$ cat src/whp_pkg.sv
// Shared types, constants and header layout for the WAV header parser.
package whp_pkg;

    localparam int OFFSET_BITS = 32;

    typedef logic [OFFSET_BITS-1:0] offset_t;
    typedef logic [OFFSET_BITS:0]   reach_t;

    typedef enum logic [1:0] {
        ST_HEADER  = 2'd0,
        ST_AUDIO   = 2'd1,
        ST_INVALID = 2'd2
    } status_t;

    typedef enum logic [4:0] {
        PH_FIXED = 5'b00001,
        PH_CHUNK = 5'b00010,
        PH_CLM   = 5'b00100,
        PH_DATA  = 5'b01000,
        PH_AUDIO = 5'b10000
    } phase_t;

    // Tags as they sit in the little-endian shift register
    localparam logic [31:0] TAG_RIFF = 32'h4646_4952;
    localparam logic [31:0] TAG_WAVE = 32'h4556_4157;
    localparam logic [31:0] TAG_DATA = 32'h6174_6164;
    localparam logic [31:0] TAG_CLM  = 32'h206D_6C63;

    localparam logic [31:0] DEFAULT_MAX_RATE = 32'd200000;
    localparam logic [15:0] FMT_PCM          = 16'd1;
    localparam logic [15:0] MIN_FMT_SIZE     = 16'd16;
    localparam logic [15:0] MULTI_CH_ABOVE   = 16'd2;

    // Offset of the last byte of each fixed header field
    localparam offset_t OFS_RIFF_TAG  = offset_t'(3);
    localparam offset_t OFS_RIFF_SIZE = offset_t'(7);
    localparam offset_t OFS_WAVE_TAG  = offset_t'(11);
    localparam offset_t OFS_FMT_SIZE  = offset_t'(19);
    localparam offset_t OFS_FORMAT    = offset_t'(21);
    localparam offset_t OFS_CHANNELS  = offset_t'(23);
    localparam offset_t OFS_RATE      = offset_t'(27);
    localparam offset_t OFS_BITS      = offset_t'(35);

    localparam int FMT_BASE  = 20;
    localparam int CHUNK_HDR = 8;
    localparam offset_t REL_TAG  = offset_t'(3);
    localparam offset_t REL_SIZE = offset_t'(7);

    // A chunk header must end within the offset range
    localparam reach_t REACH_LIMIT = reach_t'({OFFSET_BITS{1'b1}}) - reach_t'(CHUNK_HDR);

    localparam int PADDR_W = 3;
    localparam logic [PADDR_W-1:0] REG_MAX_RATE = 3'd0;

    typedef struct packed {
        logic [7:0] data_byte;
        logic       first;
    } beat_t;

    typedef struct packed {
        offset_t     byte_offset;
        offset_t     next_chunk;
        logic [31:0] field_shift;
        phase_t      phase;
        logic [15:0] channel_count;
        logic [31:0] rate_value;
        logic [15:0] width_value;
        logic [32:0] total_length;
        offset_t     audio_start;
        logic        failed;
    } parse_state_t;

    localparam parse_state_t PARSE_CLEAR = '{
        byte_offset:   '0,
        next_chunk:    '0,
        field_shift:   '0,
        phase:         PH_FIXED,
        channel_count: '0,
        rate_value:    '0,
        width_value:   '0,
        total_length:  '0,
        audio_start:   '0,
        failed:        1'b0
    };

endpackage

$ cat src/whp_if.sv
// Byte input and parse result channel interfaces.
interface whp_byte_if;
    logic       valid;
    logic       ready;
    logic [7:0] data_byte;
    logic       first;

    modport source (output valid, output data_byte, output first, input ready);
    modport sink   (input valid, input data_byte, input first, output ready);
endinterface

interface whp_result_if;
    logic             valid;
    logic             ready;
    whp_pkg::status_t status;
    logic [15:0]      channels;
    logic             multichannel;
    logic [31:0]      rate_hz;
    logic [15:0]      bit_depth;
    logic [32:0]      stream_length;
    logic [31:0]      data_start;

    modport source (
        output valid, output status, output channels, output multichannel,
        output rate_hz, output bit_depth, output stream_length,
        output data_start, input ready
    );
    modport sink (
        input valid, input status, input channels, input multichannel,
        input rate_hz, input bit_depth, input stream_length,
        input data_start, output ready
    );
endinterface

$ cat src/whp_cfg.sv
// APB-style configuration register holding the sample rate limit.
module whp_cfg (
    input  logic                         clk,
    input  logic                         rst_n,
    input  logic                         psel,
    input  logic                         penable,
    input  logic                         pwrite,
    input  logic [whp_pkg::PADDR_W-1:0]  paddr,
    input  logic [31:0]                  pwdata,
    output logic [31:0]                  prdata,
    output logic                         pready,
    output logic [31:0]                  max_rate
);
    import whp_pkg::*;

    logic [31:0] max_rate_reg;
    logic        wr_en;

    assign pready = 1'b1;
    assign wr_en  = psel && penable && pwrite && (paddr == REG_MAX_RATE);

    always_ff @(posedge clk or negedge rst_n)
    begin
        if (!rst_n)
        begin
            max_rate_reg <= DEFAULT_MAX_RATE;
        end
        else if (wr_en)
        begin
            max_rate_reg <= pwdata;
        end
    end

    assign prdata   = (paddr == REG_MAX_RATE) ? max_rate_reg : '0;
    assign max_rate = max_rate_reg;

endmodule

$ cat src/whp_in_stage.sv
// Input register for incoming byte beats.
module whp_in_stage (
    input  logic           clk,
    input  logic           rst_n,
    whp_byte_if.sink       byte_in,
    output logic           out_valid,
    output whp_pkg::beat_t out_beat,
    input  logic           out_ready
);
    import whp_pkg::*;

    logic  valid_reg;
    beat_t beat_reg;

    assign byte_in.ready = !valid_reg || out_ready;

    always_ff @(posedge clk or negedge rst_n)
    begin
        if (!rst_n)
        begin
            valid_reg <= 1'b0;
        end
        else if (byte_in.ready)
        begin
            valid_reg <= byte_in.valid;
        end
    end

    always_ff @(posedge clk)
    begin
        if (byte_in.valid && byte_in.ready)
        begin
            beat_reg <= '{data_byte: byte_in.data_byte, first: byte_in.first};
        end
    end

    assign out_valid = valid_reg;
    assign out_beat  = beat_reg;

endmodule

$ cat src/whp_parser.sv
// Header parse state, per-byte update and result register.
module whp_parser (
    input  logic           clk,
    input  logic           rst_n,
    input  logic           in_valid,
    input  whp_pkg::beat_t in_beat,
    output logic           in_ready,
    input  logic [31:0]    max_rate,
    whp_result_if.source   result
);
    import whp_pkg::*;

    parse_state_t state_reg;
    parse_state_t cur;
    parse_state_t nxt;

    logic        out_valid_reg;
    status_t     out_status_reg;
    logic [15:0] out_channels_reg;
    logic        out_multi_reg;
    logic [31:0] out_rate_reg;
    logic [15:0] out_width_reg;
    logic [32:0] out_length_reg;
    logic [31:0] out_start_reg;

    logic        load;
    status_t     status_next;
    logic [31:0] fs_new;
    logic [15:0] hi16;
    logic [15:0] lo16;
    offset_t     rel;
    logic        past_start;
    reach_t      fmt_next;
    reach_t      clm_next;

    assign in_ready = !out_valid_reg || result.ready;
    assign load     = in_valid && in_ready;

    always_comb
    begin
        cur         = in_beat.first ? PARSE_CLEAR : state_reg;
        nxt         = cur;
        fs_new      = {in_beat.data_byte, cur.field_shift[31:8]};
        hi16        = fs_new[31:16];
        lo16        = fs_new[15:0];
        rel         = cur.byte_offset - cur.next_chunk;
        past_start  = cur.byte_offset >= cur.next_chunk;
        fmt_next    = reach_t'(FMT_BASE) + reach_t'(lo16);
        clm_next    = reach_t'(cur.next_chunk) + reach_t'(CHUNK_HDR) + reach_t'(lo16);
        status_next = ST_HEADER;
        if (cur.failed)
        begin
            status_next = ST_INVALID;
        end
        else if (cur.phase == PH_AUDIO)
        begin
            status_next = ST_AUDIO;
        end
        else
        begin
            nxt.field_shift = fs_new;
            nxt.byte_offset = cur.byte_offset + offset_t'(1);
            case (cur.phase)
                PH_FIXED:
                begin
                    case (cur.byte_offset)
                        OFS_RIFF_TAG:
                        begin
                            if (fs_new != TAG_RIFF)
                                nxt.failed = 1'b1;
                        end
                        OFS_RIFF_SIZE:
                        begin
                            nxt.total_length = {1'b0, fs_new} + 33'(CHUNK_HDR);
                        end
                        OFS_WAVE_TAG:
                        begin
                            if (fs_new != TAG_WAVE)
                                nxt.failed = 1'b1;
                        end
                        OFS_FMT_SIZE:
                        begin
                            if (hi16 != '0 || lo16 < MIN_FMT_SIZE || fmt_next > REACH_LIMIT)
                                nxt.failed = 1'b1;
                            else
                                nxt.next_chunk = offset_t'(fmt_next);
                        end
                        OFS_FORMAT:
                        begin
                            if (hi16 != FMT_PCM)
                                nxt.failed = 1'b1;
                        end
                        OFS_CHANNELS:
                        begin
                            nxt.channel_count = hi16;
                        end
                        OFS_RATE:
                        begin
                            nxt.rate_value = fs_new;
                            if (fs_new > max_rate)
                                nxt.failed = 1'b1;
                        end
                        OFS_BITS:
                        begin
                            nxt.width_value = hi16;
                            if (!(hi16 inside {16'd8, 16'd16, 16'd32}))
                                nxt.failed = 1'b1;
                            nxt.phase = PH_CHUNK;
                        end
                        default:
                        begin
                        end
                    endcase
                end
                PH_CHUNK:
                begin
                    if (past_start && rel == REL_TAG)
                    begin
                        if (fs_new == TAG_DATA)
                        begin
                            nxt.audio_start = cur.next_chunk + offset_t'(CHUNK_HDR);
                            nxt.phase       = PH_DATA;
                        end
                        else if (fs_new == TAG_CLM)
                            nxt.phase = PH_CLM;
                        else
                            nxt.failed = 1'b1;
                    end
                end
                PH_CLM:
                begin
                    if (past_start && rel == REL_SIZE)
                    begin
                        // skip by the low half of the chunk size only
                        if (clm_next > REACH_LIMIT)
                            nxt.failed = 1'b1;
                        else
                            nxt.next_chunk = offset_t'(clm_next);
                        nxt.phase = PH_CHUNK;
                    end
                end
                PH_DATA:
                begin
                    if (past_start && rel == REL_SIZE)
                        nxt.phase = PH_AUDIO;
                end
                default:
                begin
                end
            endcase
            status_next = nxt.failed ? ST_INVALID : ST_HEADER;
        end
    end

    always_ff @(posedge clk or negedge rst_n)
    begin
        if (!rst_n)
        begin
            state_reg     <= PARSE_CLEAR;
            out_valid_reg <= 1'b0;
        end
        else
        begin
            if (load)
            begin
                state_reg <= nxt;
            end
            if (in_ready)
            begin
                out_valid_reg <= in_valid;
            end
        end
    end

    always_ff @(posedge clk)
    begin
        if (load)
        begin
            out_status_reg   <= status_next;
            out_channels_reg <= nxt.channel_count;
            out_multi_reg    <= nxt.channel_count > MULTI_CH_ABOVE;
            out_rate_reg     <= nxt.rate_value;
            out_width_reg    <= nxt.width_value;
            out_length_reg   <= nxt.total_length;
            out_start_reg    <= 32'(nxt.audio_start);
        end
    end

    assign result.valid         = out_valid_reg;
    assign result.status        = out_status_reg;
    assign result.channels      = out_channels_reg;
    assign result.multichannel  = out_multi_reg;
    assign result.rate_hz       = out_rate_reg;
    assign result.bit_depth     = out_width_reg;
    assign result.stream_length = out_length_reg;
    assign result.data_start    = out_start_reg;

    // failure is sticky until a new file starts
    a_fail_sticky: assert property (@(posedge clk) disable iff (!rst_n)
        load && !in_beat.first && state_reg.failed |=> out_status_reg == ST_INVALID)
        else $error("invalid status not held");

    a_audio_clean: assert property (@(posedge clk) disable iff (!rst_n)
        state_reg.phase == PH_AUDIO |-> !state_reg.failed)
        else $error("audio phase reached with failure set");

    a_audio_offset: assert property (@(posedge clk) disable iff (!rst_n)
        load && !in_beat.first && state_reg.phase == PH_AUDIO |=>
        $stable(state_reg.byte_offset))
        else $error("offset moved during audio");

    a_multi: assert property (@(posedge clk) disable iff (!rst_n)
        out_valid_reg |-> out_multi_reg == (out_channels_reg > MULTI_CH_ABOVE))
        else $error("multichannel flag disagrees with channel count");

endmodule

$ cat src/wav_header_parser.sv
// Top level of the WAV header parser.
// Feed the file one byte per beat, with first set on its opening byte; each byte
// gives exactly one result beat saying whether it is header (0), audio (1) or
// the header is invalid (2, held until the next first), together with the
// captured channel count, sample rate, bits per sample, stream length and
// audio start offset. One byte is taken every clock cycle while results are
// taken; its result is presented once the input register has held the byte
// and the combinational parse update has loaded the result register. A
// result that is not taken holds both registers, so the input stalls once two
// bytes are waiting. The sample rate limit is written at APB address 0
// (reset 200000) and must only be changed while idle.
module wav_header_parser (
    input  logic                         clk,
    input  logic                         rst_n,
    whp_byte_if.sink                     byte_in,
    whp_result_if.source                 result_out,
    input  logic                         psel,
    input  logic                         penable,
    input  logic                         pwrite,
    input  logic [whp_pkg::PADDR_W-1:0]  paddr,
    input  logic [31:0]                  pwdata,
    output logic [31:0]                  prdata,
    output logic                         pready
);
    import whp_pkg::*;

    logic        stage_valid;
    beat_t       stage_beat;
    logic        stage_ready;
    logic [31:0] max_rate;

    whp_cfg u_cfg (
        .clk      (clk),
        .rst_n    (rst_n),
        .psel     (psel),
        .penable  (penable),
        .pwrite   (pwrite),
        .paddr    (paddr),
        .pwdata   (pwdata),
        .prdata   (prdata),
        .pready   (pready),
        .max_rate (max_rate)
    );

    whp_in_stage u_in_stage (
        .clk       (clk),
        .rst_n     (rst_n),
        .byte_in   (byte_in),
        .out_valid (stage_valid),
        .out_beat  (stage_beat),
        .out_ready (stage_ready)
    );

    whp_parser u_parser (
        .clk      (clk),
        .rst_n    (rst_n),
        .in_valid (stage_valid),
        .in_beat  (stage_beat),
        .in_ready (stage_ready),
        .max_rate (max_rate),
        .result   (result_out)
    );

endmodule
$ cat src/flat_wrapper.sv
// flat-port wrapper written by rule: the top's interface ports become plain ports
module wav_header_parser_flat import whp_pkg::*;
  (clk, rst_n, psel, penable, pwrite, paddr, pwdata, prdata, pready, byte_in_valid, byte_in_data_byte, byte_in_first, byte_in_ready, result_out_valid, result_out_status, result_out_channels, result_out_multichannel, result_out_rate_hz, result_out_bit_depth, result_out_stream_length, result_out_data_start, result_out_ready);
  whp_byte_if byte_in_i ();
  whp_result_if result_out_i ();
  input  logic clk;
  input  logic rst_n;
  input  logic psel;
  input  logic penable;
  input  logic pwrite;
  input  logic [whp_pkg::PADDR_W-1:0] paddr;
  input  logic [31:0] pwdata;
  output logic [31:0] prdata;
  output logic pready;
  input wire logic [$bits(byte_in_i.valid)-1:0] byte_in_valid;
  input wire logic [$bits(byte_in_i.data_byte)-1:0] byte_in_data_byte;
  input wire logic [$bits(byte_in_i.first)-1:0] byte_in_first;
  output wire logic [$bits(byte_in_i.ready)-1:0] byte_in_ready;
  output wire logic [$bits(result_out_i.valid)-1:0] result_out_valid;
  output wire logic [$bits(result_out_i.status)-1:0] result_out_status;
  output wire logic [$bits(result_out_i.channels)-1:0] result_out_channels;
  output wire logic [$bits(result_out_i.multichannel)-1:0] result_out_multichannel;
  output wire logic [$bits(result_out_i.rate_hz)-1:0] result_out_rate_hz;
  output wire logic [$bits(result_out_i.bit_depth)-1:0] result_out_bit_depth;
  output wire logic [$bits(result_out_i.stream_length)-1:0] result_out_stream_length;
  output wire logic [$bits(result_out_i.data_start)-1:0] result_out_data_start;
  input wire logic [$bits(result_out_i.ready)-1:0] result_out_ready;
  assign byte_in_i.valid = byte_in_valid;
  assign byte_in_i.data_byte = byte_in_data_byte;
  assign byte_in_i.first = byte_in_first;
  assign byte_in_ready = byte_in_i.ready;
  assign result_out_valid = result_out_i.valid;
  assign result_out_status = result_out_i.status;
  assign result_out_channels = result_out_i.channels;
  assign result_out_multichannel = result_out_i.multichannel;
  assign result_out_rate_hz = result_out_i.rate_hz;
  assign result_out_bit_depth = result_out_i.bit_depth;
  assign result_out_stream_length = result_out_i.stream_length;
  assign result_out_data_start = result_out_i.data_start;
  assign result_out_i.ready = result_out_ready;
  wav_header_parser u_core (.clk(clk), .rst_n(rst_n), .byte_in(byte_in_i), .result_out(result_out_i), .psel(psel), .penable(penable), .pwrite(pwrite), .paddr(paddr), .pwdata(pwdata), .prdata(prdata), .pready(pready));
endmodule
$ cat config.mk
export PLATFORM = sky130hd
export DESIGN_NAME = wav_header_parser_flat
export DESIGN_NICKNAME = d
export VERILOG_FILES = /design/src/whp_pkg.sv /design/src/whp_if.sv /design/src/whp_cfg.sv /design/src/whp_in_stage.sv /design/src/whp_parser.sv /design/src/wav_header_parser.sv /design/src/flat_wrapper.sv
export SDC_FILE = /design/constraint.sdc
export NUM_CORES = 1
export LEC_CHECK = 0
export BUFFER_PORTS_ARGS = -buffer_cell sky130_fd_sc_hd__buf_2
export CORE_MARGIN = 3
export CORE_UTILIZATION = 35
export DETAILED_ROUTE_END_ITERATION = 16
export HOLD_SLACK_MARGIN = 0.12
export PLACE_DENSITY = 0.6
export SYNTH_ARGS = -nofsm -noshare
export SYNTH_HDL_FRONTEND = slang
export SYNTH_SLANG_ARGS = --single-unit
$ cat constraint.sdc
create_clock -name clk -period 8.3 [get_ports clk]
set_input_delay 1.66 -clock clk [delete_from_list [all_inputs] [get_ports clk]]
set_output_delay 1.66 -clock clk [all_outputs]
set_load 0.01 [all_outputs]
==> run_summary.xml <==
<?xml version="1.0" encoding="UTF-8"?>
<metrics>
  <group name="setup_path">
    <metric name="worstRegToRegCells" unit="">15</metric>
    <metric name="regToRegStartpoint" unit="">u_core.u_in_stage.out_beat[0]</metric>
    <metric name="ff2ff_setup_slack" unit="ns">1.60</metric>
    <metric name="timing.setup.critical_path_class" unit="">flip-flop to flip-flop</metric>
    <metric name="worstPathArrival" unit="ns">7.18</metric>
    <metric name="crit_buf_inv" unit="">2</metric>
    <metric name="slowest_delay" unit="ns">0.87</metric>
    <metric name="critPathSlowestCell" unit="">sky130_fd_sc_hd__a2111oi_0</metric>
    <metric name="worstPathCellList" unit="">buf_12, buf_4, nor2b_1, ha_1, and4_1, o211ai_1, o21ai_0, and3_1, o41ai_1, a2111oi_0, nand3_1, and4b_1, and3_2, o21ai_1, a211o_1</metric>
    <metric name="timing.critical_path.required" unit="ns">8.78</metric>
    <metric name="crit_path_max_fanout" unit="">154</metric>
    <metric name="timing.critical_path.to_type" unit="">flip-flop</metric>
    <metric name="cp_top_delay_family" unit="">simple AND/OR/NAND/NOR gates</metric>
    <metric name="start_kind" unit="">flip-flop</metric>
    <metric name="regToRegEndpoint" unit="">u_core.u_parser.state_reg[183]</metric>
  </group>
  <group name="cells_and_area">
    <metric name="antenna_cells" unit="">0</metric>
    <metric name="final.fill_count" unit="">7090</metric>
    <metric name="finalNonFillerCells" unit="">3970</metric>
    <metric name="register_area" unit="sq um">10700</metric>
    <metric name="drive_above_1_share" unit="%">13.7</metric>
    <metric name="postLayoutCoreUtil" unit="%">40.4</metric>
    <metric name="largest_register_ff_count" unit="">223</metric>
    <metric name="final_nets" unit="">3126</metric>
    <metric name="multi_input_combinational_cell_area" unit="sq um">13400</metric>
    <metric name="areaGrowthSynthToFinish" unit="%">13.2</metric>
  </group>
  <group name="synthesis">
    <metric name="mappedNetlistArea" unit="sq um">25300</metric>
    <metric name="avgSynthCellArea" unit="sq um">8.76</metric>
    <metric name="yosys.area.top_type_share" unit="%">24.7</metric>
    <metric name="post_synth_cell_types" unit="">102</metric>
    <metric name="synth_cells" unit="">2885</metric>
    <metric name="synth_async_sr_flop_share" unit="%">64.6</metric>
    <metric name="synth_area_leaders" unit="">sky130_fd_sc_hd__dfrtp_1, sky130_fd_sc_hd__edfxtp_1, sky130_fd_sc_hd__nand2_1</metric>
    <metric name="synth_ff_type" unit="">sky130_fd_sc_hd__dfrtp_1</metric>
    <metric name="syn-num-nets" unit="">3019</metric>
    <metric name="sequential_to_total_area_share_from_yosys_stat" unit="%">42.2</metric>
    <metric name="postSynthRegisterBits" unit="">398</metric>
    <metric name="post-synth-top-area-cell" unit="">sky130_fd_sc_hd__dfrtp_1</metric>
    <metric name="synth_enable_flop_cells" unit="">141</metric>
    <metric name="synth_warnings" unit="">0</metric>
  </group>
  <group name="power">
    <metric name="cellLeakagePower" unit="nW">12.6</metric>
    <metric name="power_density" unit="nW/um^2">194</metric>
    <metric name="irDropWorstVdd" unit="mV">0.146</metric>
  </group>
  <group name="timing">
    <metric name="timing.fmax" unit="MHz">149</metric>
    <metric name="finalSetupViolations" unit="">0</metric>
    <metric name="setup_total_negative_slack" unit="ns">0</metric>
    <metric name="worst_pin_slew" unit="ns">1.15</metric>
    <metric name="period_minus_slack" unit="ns">6.70</metric>
    <metric name="clock_skew" unit="ns">0.0229</metric>
    <metric name="final_hold_viol_count" unit="">0</metric>
    <metric name="post-route-period-util" unit="%">80.7</metric>
    <metric name="rsz_0062_raised_after_global_routing" unit="">false</metric>
    <metric name="final_max_slew_viol_count" unit="">0</metric>
    <metric name="maxSlewHeadroom" unit="%">23.0</metric>
  </group>
  <group name="clocking">
    <metric name="clock_tree.htree_level_count" unit="">2</metric>
    <metric name="cts_tree" unit="">done</metric>
    <metric name="cts_buffer_depth" unit="">3</metric>
    <metric name="tritoncts_num_sinks" unit="">398</metric>
    <metric name="cts_post_setup_buffers_inserted" unit="">0</metric>
    <metric name="cts_resized" unit="">0</metric>
    <metric name="clkSlewWorstSetupHoldPaths" unit="ns">0.06</metric>
    <metric name="post_cts_hold_buffer_count" unit="">0</metric>
    <metric name="cts_root_buf" unit="">sky130_fd_sc_hd__clkbuf_16</metric>
    <metric name="cts_inserted_buffers" unit="">47</metric>
    <metric name="worstSkewPairLatency" unit="ns">0.61</metric>
  </group>
  <group name="global_routing">
    <metric name="globalRoute.totalOverflow" unit="">0</metric>
    <metric name="first_pass_grt_wire_length" unit="um">132000</metric>
    <metric name="grt_start_max_net_pins" unit="">155</metric>
    <metric name="grt_pass1_vias" unit="">21500</metric>
    <metric name="grt_antenna_before_repair" unit="">4</metric>
    <metric name="grt_use_total" unit="%">22.6</metric>
  </group>
  <group name="route">
    <metric name="detailedRoute.firstPassIterationCount" unit="">7</metric>
    <metric name="via_count" unit="">22700</metric>
    <metric name="post-route-drc-count" unit="">0</metric>
    <metric name="drt_iter0_markers" unit="">2600</metric>
    <metric name="wl_final" unit="um">87300</metric>
    <metric name="routed_via_density" unit="">5.71</metric>
    <metric name="drtAntennaViolNets" unit="">0</metric>
    <metric name="wl_per_cell" unit="um">22.0</metric>
  </group>
  <group name="floorplanning">
    <metric name="pin_count" unit="">218</metric>
    <metric name="design.die.area" unit="sq um">75500</metric>
    <metric name="die_y" unit="um">275</metric>
    <metric name="fp.coreArea" unit="sq um">70800</metric>
    <metric name="fp.dieW" unit="um">275</metric>
    <metric name="initial_core_util" unit="%">35.7</metric>
    <metric name="fp-row-count" unit="">97</metric>
  </group>
  <group name="placement">
    <metric name="dp_hpwl" unit="um">62700</metric>
    <metric name="place.detailed.instances" unit="">3883</metric>
    <metric name="globalplace.congestion" unit="">0.935</metric>
    <metric name="io_buffers" unit="">216</metric>
  </group>
  <group name="worst_hold_path">
    <metric name="holdCritStartpoint" unit="">u_core.u_parser.state_reg[80]</metric>
    <metric name="worst_hold_path.endpoint" unit="">u_core.u_parser.state_reg[80]</metric>
    <metric name="worst_hold_path.num_cells" unit="">2</metric>
    <metric name="min_path_type" unit="">flip-flop to flip-flop</metric>
  </group>
  <group name="flow_run">
    <metric name="max-cap-violations" unit="">0</metric>
  </group>
  <group name="status">
    <metric name="status" unit="">complete, no violations</metric>
  </group>
</metrics>
cell usage in the layout (no fill, tap or decap), types with 19 or more instances in the layout:
master / instances
sky130_fd_sc_hd__buf_2: 215
sky130_fd_sc_hd__dfrtp_1: 250
sky130_fd_sc_hd__clkbuf_16: 48
sky130_fd_sc_hd__and2_1: 56
sky130_fd_sc_hd__nor2_1: 275
sky130_fd_sc_hd__a22o_1: 20
sky130_fd_sc_hd__ha_1: 82
sky130_fd_sc_hd__nand3_1: 93
sky130_fd_sc_hd__inv_1: 103
sky130_fd_sc_hd__nand2b_1: 19
sky130_fd_sc_hd__nand2_1: 441
sky130_fd_sc_hd__xor2_1: 52
sky130_fd_sc_hd__nor4_1: 39
sky130_fd_sc_hd__o311ai_1: 21
sky130_fd_sc_hd__o21ai_0: 143
sky130_fd_sc_hd__xnor2_1: 86
sky130_fd_sc_hd__buf_4: 39
sky130_fd_sc_hd__a21oi_1: 157
sky130_fd_sc_hd__nand4_1: 55
sky130_fd_sc_hd__edfxtp_1: 141
sky130_fd_sc_hd__a31oi_1: 23
sky130_fd_sc_hd__nor3_1: 52
sky130_fd_sc_hd__a21o_1: 19
sky130_fd_sc_hd__nor2b_1: 53
sky130_fd_sc_hd__and3_1: 41
sky130_fd_sc_hd__o31ai_1: 58
sky130_fd_sc_hd__mux2i_1: 54
worst min-delay path: stages, from the launching register on:
cell and delay, ns:
sky130_fd_sc_hd__dfrtp_1 0.34, sky130_fd_sc_hd__nand2_1 0.05, sky130_fd_sc_hd__nand2_1 0.06
how the worst max path moves through the flow:
stage	cells after the start	to	start
global placement	15	u_core.u_parser.state_reg[171]	u_core.u_in_stage.out_beat[0]
detailed placement	15	u_core.u_parser.state_reg[171]	u_core.u_in_stage.out_beat[0]
global route	15	u_core.u_parser.state_reg[183]	u_core.u_in_stage.out_beat[0]
floorplan	5	u_core.u_parser.result.bit_depth[0]	result_out_ready
CTS	15	u_core.u_parser.state_reg[183]	u_core.u_in_stage.out_beat[0]
finish	15	u_core.u_parser.state_reg[183]	u_core.u_in_stage.out_beat[0]
power by group:
| part | total (mW) | internal, mW | switching [mW] | leakage [nW] |
|---|---|---|---|---|
| clock network | 2.06 | 1.17 | 0.892 | 0.722 |
| logic | 1.12 | 0.390 | 0.730 | 7.03 |
| registers | 2.36 | 2.21 | 0.156 | 4.81 |
routing by layer:
| layer | track usage (%) | wire, um | vias to the layer above |
|---|---|---|---|
| li1 | - | - | 10600 |
| met1 | 31.3 | 38200 | 11000 |
| met2 | 35.9 | 39600 | 936 |
| met3 | 3.65 | 6270 | 172 |
| met4 | 7.99 | 3070 | 8 |
| met5 | 0 | 57 | - |
cell type report:
type,count,area share (%)
multi-input cells,2181,46.8
flip-flops and latches,398,37.3
repair buffers,258,5.05
clock buffers,58,4.36
well taps,940,4.11
inverters,106,1.42
clock inverters,29,0.949
cells in the mapped netlist, types with 54 or more instances:
master and number:
sky130_fd_sc_hd__nand3_1 93, sky130_fd_sc_hd__o31ai_1 58, sky130_fd_sc_hd__dfrtp_1 250, sky130_fd_sc_hd__and2_1 56
sky130_fd_sc_hd__mux2i_1 54, sky130_fd_sc_hd__inv_1 105, sky130_fd_sc_hd__ha_1 82, sky130_fd_sc_hd__edfxtp_1 141
sky130_fd_sc_hd__nor2_1 276, sky130_fd_sc_hd__xnor2_1 86, sky130_fd_sc_hd__nand2_1 444, sky130_fd_sc_hd__a21oi_1 157
sky130_fd_sc_hd__nand4_1 55, sky130_fd_sc_hd__o21ai_0 143, sky130_fd_sc_hd__clkbuf_1 144
cells by family after synthesis:
logic type | after synthesis | synth area share, %
AND/OR/NAND/NOR | 1227 | 23.4
AO/OA/AOI/OAI | 661 | 17.6
flip-flops | 398 | 42.2
buffers and inverters | 306 | 4.90
XOR/XNOR | 139 | 4.89
adder cells (fa/ha/maj) | 83 | 4.14
multiplexers | 70 | 2.85
other | 1 | 0.0148
per-stage QoR:
| stage | hold slack [ns] | setup WS, ns | power, mW | instance area (sq um) |
|---|---|---|---|---|
| after floorplan | 0.446 | 1.64 | 3.08 | 25300 |
| after global placement | 0.459 | 1.88 | 3.50 | 27100 |
| after detailed placement | 0.464 | 1.81 | 3.50 | 27100 |
| after CTS | 0.480 | 1.76 | 5.58 | 28600 |
| after global routing | 0.488 | 1.19 | 5.80 | 28600 |
| final | 0.478 | 1.60 | 5.55 | 28600 |
Power figures use the tool's default switching activity.
